--- src/rtl/core/mnsp_pkg.sv ---
// Package for the MML note sequence parser: parser state and result types,
// character and event codes, the tone table and the small arithmetic helpers.
// Depends on nothing; the parser top level imports it.
`default_nettype none

package mnsp_pkg;

    localparam int OCTAVE_ROWS = 7;
    localparam int ROW_LAST    = ((OCTAVE_ROWS < 7) ? OCTAVE_ROWS : 7) - 1;

    localparam logic [1:0] PK_NONE = 2'd0;
    localparam logic [1:0] PK_NOTE = 2'd1;
    localparam logic [1:0] PK_REST = 2'd2;

    localparam logic [1:0] EV_NOTE = 2'd0;
    localparam logic [1:0] EV_REST = 2'd1;
    localparam logic [1:0] EV_END  = 2'd2;

    localparam logic [7:0] CH_ZERO   = "0";
    localparam logic [7:0] CH_NINE   = "9";
    localparam logic [7:0] CH_SHARP  = "+";
    localparam logic [7:0] CH_FLAT   = "-";
    localparam logic [7:0] CH_DOT    = ".";
    localparam logic [7:0] CH_C      = "c";
    localparam logic [7:0] CH_D      = "d";
    localparam logic [7:0] CH_E      = "e";
    localparam logic [7:0] CH_F      = "f";
    localparam logic [7:0] CH_G      = "g";
    localparam logic [7:0] CH_A      = "a";
    localparam logic [7:0] CH_B      = "b";
    localparam logic [7:0] CH_REST   = "r";
    localparam logic [7:0] CH_TEMPO  = "t";
    localparam logic [7:0] CH_OCTAVE = "o";
    localparam logic [7:0] CH_LENGTH = "l";
    localparam logic [7:0] CH_UP     = ">";
    localparam logic [7:0] CH_DOWN   = "<";
    localparam logic [7:0] CH_SHIFT_UP   = "~";
    localparam logic [7:0] CH_SHIFT_DOWN = "_";

    localparam logic [3:0]        KEY_LAST   = 4'd11;
    localparam logic [3:0]        OCTAVE_TOP = 4'd15;
    localparam logic signed [3:0] OFFSET_MAX = 4'sd7;
    localparam logic signed [3:0] OFFSET_MIN = -4'sd8;
    localparam logic [9:0]        TEMPO_MAX  = 10'd999;

    typedef enum logic [2:0] {
        CM_IDLE,
        CM_TEMPO,
        CM_OCT_FIRST,
        CM_OCT_MORE,
        CM_LEN_FIRST,
        CM_LEN_SECOND
    } cmd_t;

    typedef struct packed {
        logic [1:0]        pk;
        logic [3:0]        key;
        logic              fpos;
        logic [3:0]        fd;
        logic [3:0]        sd;
        logic [1:0]        dc;
        logic              dot;
        logic [3:0]        bo;
        logic signed [3:0] oo;
        logic [6:0]        dl;
        logic [9:0]        tempo;
    } ps_t;

    localparam ps_t PS_RESET = '{
        pk: PK_NONE, key: 4'd0, fpos: 1'b0, fd: 4'd0, sd: 4'd0, dc: 2'd0,
        dot: 1'b0, bo: 4'd4, oo: 4'sd0, dl: 7'd4, tempo: 10'd120
    };

    typedef struct packed {
        logic [1:0]  kind;
        logic [11:0] hz;
        logic [6:0]  len;
        logic [9:0]  tempo;
        logic        last;
    } res_t;

    localparam logic [11:0] TONE_HZ [7][12] = '{
        '{12'd33,   12'd35,   12'd37,   12'd39,   12'd41,   12'd44,
          12'd46,   12'd49,   12'd52,   12'd55,   12'd58,   12'd62},
        '{12'd65,   12'd69,   12'd73,   12'd78,   12'd82,   12'd87,
          12'd93,   12'd98,   12'd104,  12'd110,  12'd117,  12'd123},
        '{12'd131,  12'd139,  12'd147,  12'd156,  12'd165,  12'd175,
          12'd185,  12'd196,  12'd208,  12'd220,  12'd233,  12'd247},
        '{12'd262,  12'd277,  12'd294,  12'd311,  12'd330,  12'd349,
          12'd370,  12'd392,  12'd415,  12'd440,  12'd466,  12'd494},
        '{12'd523,  12'd554,  12'd587,  12'd622,  12'd659,  12'd698,
          12'd740,  12'd784,  12'd831,  12'd880,  12'd932,  12'd988},
        '{12'd1047, 12'd1109, 12'd1175, 12'd1245, 12'd1319, 12'd1397,
          12'd1480, 12'd1568, 12'd1661, 12'd1760, 12'd1865, 12'd1976},
        '{12'd2093, 12'd2217, 12'd2349, 12'd2489, 12'd2637, 12'd2794,
          12'd2960, 12'd3136, 12'd3322, 12'd3520, 12'd3729, 12'd3951}
    };

    // Exact floor(x / 3) for every 8-bit x, by the reciprocal 171 / 512.
    function automatic logic [6:0] div3(input logic [7:0] x);
        logic [15:0] p;
        begin
            p = {8'd0, x} * 16'd171;
            return p[15:9];
        end
    endfunction

    function automatic logic [6:0] two_digits(input logic [3:0] hi, input logic [3:0] lo);
        begin
            return {hi, 3'b000} + {2'b00, hi, 1'b0} + {3'b000, lo};
        end
    endfunction

    function automatic res_t build_event(input ps_t e);
        res_t              r;
        logic [6:0]        n;
        logic signed [5:0] row_s;
        logic [2:0]        row;
        logic [3:0]        key;
        begin
            unique case (e.dc)
                2'd0:    n = e.dl;
                2'd1:    n = {3'b000, e.fd};
                default: n = two_digits(e.fd, e.sd);
            endcase
            if (e.dot)
            begin
                n = div3({n, 1'b0});
            end
            row_s = $signed({2'b00, e.bo}) + $signed({{2{e.oo[3]}}, e.oo}) - 6'sd2 + 6'sd1;
            row_s = row_s - 6'sd0;
            if (row_s < 6'sd0)
            begin
                row = 3'd0;
            end
            else if (row_s > $signed(6'(ROW_LAST)))
            begin
                row = 3'(ROW_LAST);
            end
            else
            begin
                row = row_s[2:0];
            end
            key = (e.key > KEY_LAST) ? KEY_LAST : e.key;
            r.kind  = (e.pk == PK_NOTE) ? EV_NOTE : EV_REST;
            r.hz    = (e.pk == PK_NOTE) ? TONE_HZ[row][key] : 12'd0;
            r.len   = n;
            r.tempo = e.tempo;
            r.last  = 1'b0;
            return r;
        end
    endfunction

endpackage

`default_nettype wire

--- src/rtl/core/mml_note_sequence_parser.sv ---
// Top level of the MML note sequence parser: character decoding, parser state
// and a two-entry result buffer. Depends on mnsp_pkg.
`default_nettype none

// One character is taken per transaction and decoded combinationally into
// at most two events (note or rest, then end of score). The result buffer
// holds two entries, and a character is taken in the same cycle as the last
// waiting result leaves, so one character per cycle is sustained while each
// character yields at most one result and out_ready stays high. A character
// that yields two results holds in_ready low until the first result leaves.
module mml_note_sequence_parser (
    input  logic        clk,
    input  logic        rst_n,
    input  logic        in_valid,
    output logic        in_ready,
    input  logic [7:0]  text_char,
    input  logic        is_final,
    output logic        out_valid,
    input  logic        out_ready,
    output logic [1:0]  event_kind,
    output logic [11:0] frequency_hz,
    output logic [6:0]  length_denominator,
    output logic [9:0]  tempo_bpm,
    output logic        run_end
);
    import mnsp_pkg::*;

    ps_t        st_reg, st_next;
    cmd_t       cm_reg, cm_next;
    res_t       slot0_reg, slot0_next, slot1_reg, slot1_next;
    logic [1:0] cnt_reg, cnt_next;

    logic       accept, pop;
    logic [7:0] dgt_full;
    logic [3:0] dgt;
    logic       is_num;
    res_t       r0, r1;
    logic [1:0] k;

    assign dgt_full = text_char - CH_ZERO;
    assign dgt      = dgt_full[3:0];
    assign is_num   = (text_char >= CH_ZERO) && (text_char <= CH_NINE);

    assign out_valid = (cnt_reg != 2'd0);
    assign in_ready  = (cnt_reg == 2'd0) || ((cnt_reg == 2'd1) && out_ready);
    assign accept    = in_valid && in_ready;
    assign pop       = out_valid && out_ready;

    assign event_kind         = slot0_reg.kind;
    assign frequency_hz       = slot0_reg.hz;
    assign length_denominator = slot0_reg.len;
    assign tempo_bpm          = slot0_reg.tempo;
    assign run_end            = slot0_reg.last;

    always_comb
    begin
        ps_t         s;
        ps_t         snap;
        logic        done;
        logic        emit_a;
        logic        have_note;
        logic [13:0] tmul;
        logic [7:0]  bmul;
        res_t        ev;
        res_t        ev_end;

        s         = st_reg;
        snap      = st_reg;
        cm_next   = cm_reg;
        done      = 1'b0;
        emit_a    = 1'b0;
        have_note = 1'b0;
        tmul      = ({4'd0, st_reg.tempo} * 14'd10) + {10'd0, dgt};
        bmul      = ({4'd0, st_reg.bo} * 8'd10) + {4'd0, dgt};

        if (s.pk != PK_NONE)
        begin
            if ((s.pk == PK_NOTE) && !s.fpos
                && ((text_char == CH_SHARP) || (text_char == CH_FLAT)))
            begin
                if (text_char == CH_SHARP)
                begin
                    if (s.key >= KEY_LAST)
                    begin
                        s.key = 4'd0;
                        if (s.oo != OFFSET_MAX)
                        begin
                            s.oo = s.oo + 4'sd1;
                        end
                    end
                    else
                    begin
                        s.key = s.key + 4'd1;
                    end
                end
                else
                begin
                    if (s.key == 4'd0)
                    begin
                        s.key = KEY_LAST;
                        if (s.oo != OFFSET_MIN)
                        begin
                            s.oo = s.oo - 4'sd1;
                        end
                    end
                    else
                    begin
                        s.key = s.key - 4'd1;
                    end
                end
                s.fpos = 1'b1;
                done   = 1'b1;
            end
            else if (is_num && (s.dc != 2'd2))
            begin
                if (s.dc == 2'd0)
                begin
                    s.fd = dgt;
                end
                else
                begin
                    s.sd = dgt;
                end
                s.dc   = s.dc + 2'd1;
                s.fpos = 1'b1;
                done   = 1'b1;
            end
            else
            begin
                if (text_char == CH_DOT)
                begin
                    s.dot = 1'b1;
                    done  = 1'b1;
                end
                snap   = s;
                emit_a = 1'b1;
                s.pk   = PK_NONE;
                s.oo   = 4'sd0;
            end
        end
        else if (cm_reg != CM_IDLE)
        begin
            unique case (cm_reg) inside
                CM_TEMPO:
                begin
                    if (is_num)
                    begin
                        s.tempo = (tmul > {4'd0, TEMPO_MAX}) ? TEMPO_MAX : tmul[9:0];
                        done    = 1'b1;
                    end
                end
                CM_OCT_FIRST, CM_OCT_MORE:
                begin
                    if (is_num)
                    begin
                        if (cm_reg == CM_OCT_FIRST)
                        begin
                            s.bo = dgt;
                        end
                        else
                        begin
                            s.bo = (bmul > {4'd0, OCTAVE_TOP}) ? OCTAVE_TOP : bmul[3:0];
                        end
                        cm_next = CM_OCT_MORE;
                        done    = 1'b1;
                    end
                end
                CM_LEN_FIRST:
                begin
                    if (is_num)
                    begin
                        s.fd    = dgt;
                        s.dl    = {3'd0, dgt};
                        cm_next = CM_LEN_SECOND;
                        done    = 1'b1;
                    end
                    else if (text_char == CH_DOT)
                    begin
                        s.dl    = div3({s.dl, 1'b0});
                        cm_next = CM_IDLE;
                        done    = 1'b1;
                    end
                end
                CM_LEN_SECOND:
                begin
                    if (is_num)
                    begin
                        s.dl    = two_digits(s.fd, dgt);
                        cm_next = CM_IDLE;
                        done    = 1'b1;
                    end
                    else if (text_char == CH_DOT)
                    begin
                        s.dl    = div3({3'd0, s.fd, 1'b0});
                        cm_next = CM_IDLE;
                        done    = 1'b1;
                    end
                end
                default:
                begin
                end
            endcase
            if (!done)
            begin
                cm_next = CM_IDLE;
            end
        end

        if (!done)
        begin
            unique case (text_char) inside
                CH_C, CH_D, CH_E, CH_F, CH_G, CH_A, CH_B, CH_REST:
                begin
                    s.pk   = (text_char == CH_REST) ? PK_REST : PK_NOTE;
                    s.fpos = (text_char == CH_REST);
                    s.fd   = 4'd0;
                    s.sd   = 4'd0;
                    s.dc   = 2'd0;
                    s.dot  = 1'b0;
                    unique case (text_char)
                        CH_D:    s.key = 4'd2;
                        CH_E:    s.key = 4'd4;
                        CH_F:    s.key = 4'd5;
                        CH_G:    s.key = 4'd7;
                        CH_A:    s.key = 4'd9;
                        CH_B:    s.key = 4'd11;
                        default: s.key = 4'd0;
                    endcase
                end
                CH_TEMPO:
                begin
                    s.tempo = 10'd0;
                    cm_next = CM_TEMPO;
                end
                CH_OCTAVE:
                begin
                    cm_next = CM_OCT_FIRST;
                end
                CH_LENGTH:
                begin
                    cm_next = CM_LEN_FIRST;
                end
                CH_UP:
                begin
                    if (s.bo != OCTAVE_TOP)
                    begin
                        s.bo = s.bo + 4'd1;
                    end
                end
                CH_DOWN:
                begin
                    if (s.bo != 4'd0)
                    begin
                        s.bo = s.bo - 4'd1;
                    end
                end
                CH_SHIFT_UP:
                begin
                    if (s.oo != OFFSET_MAX)
                    begin
                        s.oo = s.oo + 4'sd1;
                    end
                end
                CH_SHIFT_DOWN:
                begin
                    if (s.oo != OFFSET_MIN)
                    begin
                        s.oo = s.oo - 4'sd1;
                    end
                end
                default:
                begin
                end
            endcase
        end

        have_note = emit_a;
        if (is_final)
        begin
            // A note started by the final character after a flushed note is dropped.
            if ((s.pk != PK_NONE) && !emit_a)
            begin
                snap      = s;
                have_note = 1'b1;
            end
            s.pk    = PK_NONE;
            s.oo    = 4'sd0;
            cm_next = CM_IDLE;
        end

        ev           = build_event(snap);
        ev_end.kind  = EV_END;
        ev_end.hz    = 12'd0;
        ev_end.len   = 7'd0;
        ev_end.tempo = s.tempo;
        ev_end.last  = 1'b1;

        r1 = ev_end;
        if (have_note)
        begin
            r0      = ev;
            r0.last = !is_final;
            k       = is_final ? 2'd2 : 2'd1;
        end
        else
        begin
            r0 = ev_end;
            k  = is_final ? 2'd1 : 2'd0;
        end

        st_next = s;
    end

    always_comb
    begin
        slot0_next = slot0_reg;
        slot1_next = slot1_reg;
        cnt_next   = cnt_reg;
        if (accept)
        begin
            slot0_next = r0;
            slot1_next = r1;
            cnt_next   = k;
        end
        else if (pop)
        begin
            slot0_next = slot1_reg;
            cnt_next   = cnt_reg - 2'd1;
        end
    end

    always_ff @(posedge clk or negedge rst_n)
    begin
        if (!rst_n)
        begin
            st_reg  <= PS_RESET;
            cm_reg  <= CM_IDLE;
            cnt_reg <= 2'd0;
        end
        else
        begin
            if (accept)
            begin
                st_reg <= st_next;
                cm_reg <= cm_next;
            end
            cnt_reg <= cnt_next;
        end
    end

    always_ff @(posedge clk)
    begin
        slot0_reg <= slot0_next;
        slot1_reg <= slot1_next;
    end

endmodule

`default_nettype wire

--- config.mk ---
export PLATFORM = sky130hd
export DESIGN_NAME = mml_note_sequence_parser
export DESIGN_NICKNAME = d
export VERILOG_FILES = /design/src/rtl/core/mnsp_pkg.sv /design/src/rtl/core/mml_note_sequence_parser.sv
export SDC_FILE = /design/constraint.sdc
export NUM_CORES = 1
export LEC_CHECK = 0
export CORE_UTILIZATION = 60
export DETAILED_ROUTE_END_ITERATION = 12
export DONT_BUFFER_PORTS = 1
export PLACE_DENSITY_LB_ADDON = 0.1
export SYNTH_ARGS = -nofsm -noshare
export SYNTH_HDL_FRONTEND = slang
export SYNTH_SLANG_ARGS = --single-unit
--- constraint.sdc ---
create_clock -name clk -period 11 [get_ports clk]
set_input_delay 1.1 -clock clk [delete_from_list [all_inputs] [get_ports clk]]
set_output_delay 1.1 -clock clk [all_outputs]
set_load 0.05 [all_outputs]
; Yosys cells after proc, flatten, opt, wreduce, memory -nomap -nowiden
; Memory sizes are Yosys's and may differ from the RTL's.
; Index checks and enable logic that the tools add are counted.
[word_totals]
register_bits = 90
romBits = 1152
in_bits = 13
output_inout_bits = 34
word_cells = 225
n_memories = 1
[op_classes]
n_addsub = 20
mul = 5
n_lt_le_gt_ge = 10
n_eq_ne = 33
muxes = 108
bitwise = 2
n_reduce_logical = 27
[memory_table]
columns = name, words, width, rd, rd_ports_with_merged_regs, write_ports, line
row1 = (no name shown), 8, 144, 1, 0, 0, mnsp_pkg.sv:146  ; r.hz = (e.pk == PK_NOTE) ? TONE_HZ[row][key] : 12'd0;
[ops]
columns = op, count
row1 = 2-to-1 mux 144 bit, 2
row2 = 2-to-1 mux 4 bit, 30
row3 = equality test 8 x 7 -> 1 bit (second input constant), 13
row4 = 2-to-1 mux 26 bit, 4
row5 = 2-to-1 mux 32 bit, 3
row6 = 2-to-1 mux 43 bit, 2
row7 = 2-to-1 mux 10 bit, 5
row8 = 2-to-1 mux 7 bit, 7
row9 = binary-select mux 12 bit (select 4 bit), 1
row10 = equality test 8 x 6 -> 1 bit (second input constant), 5
row11 = 2-to-1 mux 12 bit, 3
row12 = 2-to-1 mux 17 bit, 2
row13 = 2-to-1 mux 3 bit, 11
row14 = multiplier 7 x 8 -> 15 bit (second input constant), 2
row15 = case mux 7 bit (2 select lines), 2
row16 = case mux 4 bit (6 select lines), 1
row17 = 2-to-1 mux 11 bit, 2
row18 = != test 4 bit (second input constant), 5
row19 = 2-to-1 mux 1 bit, 19
row20 = 2-to-1 mux 18 bit, 1
row21 = case mux 3 bit (3 select lines), 2
row22 = 2-to-1 mux 2 bit, 8
row23 = case mux 4 bit (2 select lines), 2
row24 = adder 14 x 4 -> 14 bit, 1
row25 = 43 further kinds, 72

; Longest topological paths before layout
[depth]
depth_word = 33
depth_mapped = 35
depth_no_buf = 33

; Worst setup path before layout
; Ideal clock, no wire load.
[synth_path]
path_kind = input -> register
start = input text_char[1]
end = register slot0_reg (netlist bit length_denominator[4]), data pin
setup_time_ns = 0.259
arrival_time_ns = 8.117
required_time_ns = 10.741
path_slack_ns = 2.624
cell_stages = 33
n_path_buf = 3
path_cell_list = clkbuf_1 o21a_1 o31ai_1 o21ai_2 or2_1 buf_6 buf_6 nor3_1 a22o_1 fa_1 inv_1 fa_1 inv_1 a21o_1 a21oi_1 xnor2_1 a22o_1 ha_1 fa_1 fa_1 inv_1 fa_1 inv_1 ha_1 a21oi_1 nor2b_1 o21ai_0 nand2_1 a21o_1 a31oi_2 o21bai_1 nor4b_1 a211o_1
[synth_via]
elab_chain_len = 20
[synth_lines]
columns = element, line
row1 = "start, declared", mml_note_sequence_parser.sv:16  ; input logic [7:0] text_char,
row2 = "greater-or-equal comparator 8 x 6 -> 1 bit, or another cell as far along", mml_note_sequence_parser.sv:42  ; assign is_num = (text_char >= CH_ZERO) && (text_char <= CH_NINE);
row3 = logical AND 1 bit / 2-to-1 mux 1 bit (equally long branches), --
row4 = 2-to-1 mux 1 bit (on tied branches), --
row5 = case mux 1 bit (2 select lines), mml_note_sequence_parser.sv:143  ; unique case (cm_reg) inside
row6 = 2-to-1 mux 1 bit, mml_note_sequence_parser.sv:141  ; else if (cm_reg != CM_IDLE)
row7 = 2-to-1 mux 1 bit, mml_note_sequence_parser.sv:76  ; if (s.pk != PK_NONE)
row8 = 2-to-1 mux 1 bit, mml_note_sequence_parser.sv:141
row9 = 2-to-1 mux 1 bit, mml_note_sequence_parser.sv:76
row10 = [4 not listed], --
row11 = 2-to-1 mux 43 bit, mml_note_sequence_parser.sv:278  ; if (is_final)
row12 = adder 7 x 5 -> 7 bit, mnsp_pkg.sv:110  ; return {hi, 3'b000} + {2'b00, hi, 1'b0} + {3'b000, lo};
row13 = adder 7 x 4 -> 7 bit, mnsp_pkg.sv:110
row14 = case mux 7 bit (2 select lines), mnsp_pkg.sv:121  ; unique case (e.dc)
row15 = multiplier 7 x 8 -> 15 bit, mnsp_pkg.sv:103  ; p = {8'd0, x} * 16'd171;
row16 = 2-to-1 mux 7 bit, mnsp_pkg.sv:126  ; if (e.dot)
row17 = 2-to-1 mux 32 bit *, mml_note_sequence_parser.sv:299  ; if (have_note)
row18 = 2-to-1 mux 32 bit *, mml_note_sequence_parser.sv:319  ; if (accept)
row19 = "end signal, assigned", mml_note_sequence_parser.sv:353  ; slot0_reg <= slot0_next;
row20 = "end, declared", mml_note_sequence_parser.sv:30  ; res_t slot0_reg, slot0_next, slot1_reg, slot1_next;
; Mark *: on every way between the ends. The rest lies on a longest branch, timed or not. The select of a mux whose other input is x is not followed.
; A chain may end at the register's enable or synchronous reset.

; Worst setup path after layout
[layout_path]
start = input text_char[3]
end = register slot0_reg (netlist bit length_denominator[4]), data pin
; Same word-level chain as after synthesis.

==> impl_metrics.tcl <==
set metrics [dict create \
    outcome "complete, no violations" \
    drv_slew 0 \
    synth_cell_types 97 \
    grt_most_used_layer "met2" \
    gp_congestion 0.9500 \
    synth_compound_area_share_pct 25.28 \
    cts.sinks 90 \
    grt_max_degree 49 \
    track_usage_pct 31.13 \
    reg2regPathDepth 31 \
    cts-root-buf "clkbuf_16" \
    synth_edf_count 42 \
    drt_iter0_drc 923 \
    timing.final.ws_setup_ns 2.123 \
    dpl.cell_count 1472 \
    yosys_warnings 0 \
    cts_max_level 3 \
    synth_top_family_by_area "compound AO/OA/AOI/OAI gates" \
    vias 9860 \
    post-dp-hpwl_um 21350 \
    cellLeakagePower_uw 0.005074 \
    critPathKind "input pin to flip-flop" \
    diodes 0 \
    wirelength_um 28610 \
    critPathLaunchType "input pin" \
    relSlewSlack_pct 33.90 \
    worstSetupEndpointType "flip-flop" \
    fin_crit_ns 8.877 \
    grt_pass1_vias 9125 \
    instances_no_fill 1488 \
    required_ns 11.12 \
    slowest_delay_ns 0.82 \
    fp-row-count 48 \
    die_h_um 137.0 \
    skew_ns 0.01151 \
    synth_fp_nets 1489 \
    netlist_area_um2 10930 \
    async_flop_share_pct 53.33 \
    critical_path_peak_fanout 19 \
    clk_pin_slew_worst_paths_ns 0.07 \
    viasPerCell 6.626 \
    ioPinCount 47 \
    syn_area_per_cell_um2 8.422 \
    pre_cts_ws_ns 1.802 \
    largest_reg_flops 43 \
    cap_violations 0 \
    hold_class "input pin to async pin" \
    ant_nets 0 \
    tightest_slew_ns 0.9831 \
    wire_per_inst_um 19.23 \
    path_common_cell "fa_1" \
    hold_buffers 0 \
    setup_viol 0 \
    area_delta_synth_final_pct 3.228 \
    post_cts.resized_instances 0 \
    synth-xor-area-share_pct 2.804 \
    overflow 0 \
    core-area_um2 17540 \
    gr-usage-met3_pct 4.963 \
    synthSimpleGateAreaFrac_pct 18.05 \
    cp.arrival_ns 8.99 \
    clockBufferDepth 2 \
    post_cts_buffers 0 \
    dieArea_um2 18760 \
    cts_made_buffers 9 \
    antenna_found_initial 0 \
    drive_above_1_share_pct 5.226 \
    met2_usage_pct 49.92 \
    fin_crit_sh_pct 80.70 \
    syn_inst 1298 \
    ys.flop_type "edfxtp_1" \
    firstDrtPassIters 6 \
    peakVddDrop_uv 203.9 \
    final_hold_viol_count 0 \
    post-route-util_pct 64.35 \
    synth_fa_ha_area_share_pct 22.43 \
    grt_pass1_wl_um 45770 \
    hold-worst-slack_ns 0.4260 \
    regToRegEndpoint "length_denominator[4]$_SDFFCE_PN0P_" \
    reg2reg_slack_ns 2.32 \
    drc 0 \
    powerDensity_nw_per_um2 183.8 \
    die_w_um 137.0 \
    finalSetupTns_ns 0 \
    rsz0062_at_grt "no" \
    io_buffers 0 \
    fin_nets 1449 \
    ys_seq_elements 90 \
    clock_latency_ns 0.37 \
    cts_tree "done" \
    fmax_ghz 0.1127 \
    timing.rr.start "st_reg[26]$_DFFE_PN0P_" \
    initial_utilization_pct 62.34 \
    yosysSeqAreaShare_pct 22.59 \
    muxShareOfSynthArea_pct 2.381 \
    gr-usage-met1_pct 41.52 \
    nFillCells 1552 \
    critPathSlowestCell "nor4bb_1" \
]
kinds of logic (layout without fill, tap and decap cells):
| kind of cell | after synthesis | count (layout) |
|---|---|---|
| DFF | 90 | 90 |
| AOI/OAI and AO/OA | 395 | 395 |
| buffers and inverters | 174 | 139 |
| and+or+nand+nor | 401 | 401 |
| xor gates and xnor gates | 35 | 35 |
| muxes | 25 | 25 |
| adders and majority gates | 178 | 178 |
layout make-up:
cell class | instances | area (µm²) | area share (%)
multi-input combinational | 1034 | 7756 | 68.73
sequential | 90 | 2470 | 21.89
inverter | 115 | 431.7 | 3.825
tap | 225 | 281.5 | 2.495
clock buffer | 9 | 225.2 | 1.996
clock inverter | 7 | 60.06 | 0.5322
timing repair buffer | 8 | 60.06 | 0.5322
report_power, final:
group	internal, µW	leakage, µW	total [µW]	switching, µW
clock	158	0.000143	306	148
combinational	399	0.00389	1190	791
sequential	426	0.00105	577	151
total	983	0.00507	2070	1090
routing by layer:
metal / vias to the layer above / share of wire (%)
met1: 4643 / 44
met4: 0 / 2.9
met2: 409 / 46
met5: - / 0
met3: 80 / 7.3
li1: 4728 / -
per-stage QoR:
stage,total power [µW],cell area (µm²)
after global routing,2196,11280
after CTS,2040,11280
after floorplan,1477,10930
after global placement,1724,11000
final,2074,11280
after detailed placement,1732,11000
worst max-delay path by stage:
| stage | from | to | slack [ns] | cells past startpoint |
|---|---|---|---|---|
| floorplan | text_char[1] | length_denominator[4]$_SDFFCE_PN0P_ | 2.62 | 33 |
| global placement | text_char[3] | length_denominator[4]$_SDFFCE_PN0P_ | 2.05 | 30 |
| detailed placement | text_char[3] | length_denominator[4]$_SDFFCE_PN0P_ | 1.80 | 30 |
| CTS | text_char[3] | length_denominator[4]$_SDFFCE_PN0P_ | 2.16 | 30 |
| global route | text_char[3] | length_denominator[4]$_SDFFCE_PN0P_ | 1.53 | 30 |
| finish | text_char[3] | length_denominator[4]$_SDFFCE_PN0P_ | 2.12 | 30 |
critical path: cells and delay by family:
family	cells	cell delay, ns
AOI/OAI and AO/OA	10	1.89
adders and majority gates	7	2.88
buffers and inverters	4	0.24
and+or+nand+nor	8	2.74
xor gates and xnor gates	1	0.09
placed cells by master (no fill, tap or decap), drive strengths merged, types with 21 or more instances in the layout:
cell	count
edfxtp	42
o31ai	21
xnor2	31
fa	30
inv	118
ha	148
nor3	35
nor2	117
nand3	32
dfrtp	42
o21ai	87
nand2	106
a21oi	80
o211ai	24
synthesized netlist by cell type (6+ instances only):
master     count  area (µm²)
o211ai_1      24       180.2
nand2b_1       9       56.30
dfrtp_1       42        1051
o21ai_1        6       30.03
a22o_1        20       175.2
clkbuf_1      41       153.9
o22ai_1        8       50.05
mux2i_1       17       170.2
nand4_1       13       81.33
nor4_1        10       62.56
nor2_1       116       435.4
ha_1         148        1852
o31ai_1       20       150.1
edfxtp_1      42        1261
a21o_1        13       97.59
a21oi_1       79       395.4
nor3b_1        8       60.06
xnor2_1       31       271.5
nor3_1        35       175.2
a211oi_1      18       135.1
nand3_1       32       160.2
fa_1          30       600.6
o21ai_0       76       380.4
a31oi_1       18       112.6
nand2_1      106       397.9
o221ai_1       7       61.31
buf_2          8       40.04
inv_1        113       424.2
and3_1         8       50.05
and2_1        12       75.07
mux2_2         8       90.09
or3_1          7       43.79
o2111ai_1      6       52.55
o21a_1        11       82.58
dfstp_2        6       157.7
nor2b_1        8       50.05
a22oi_1        9       67.56
(Power assumes the default switching activity.)
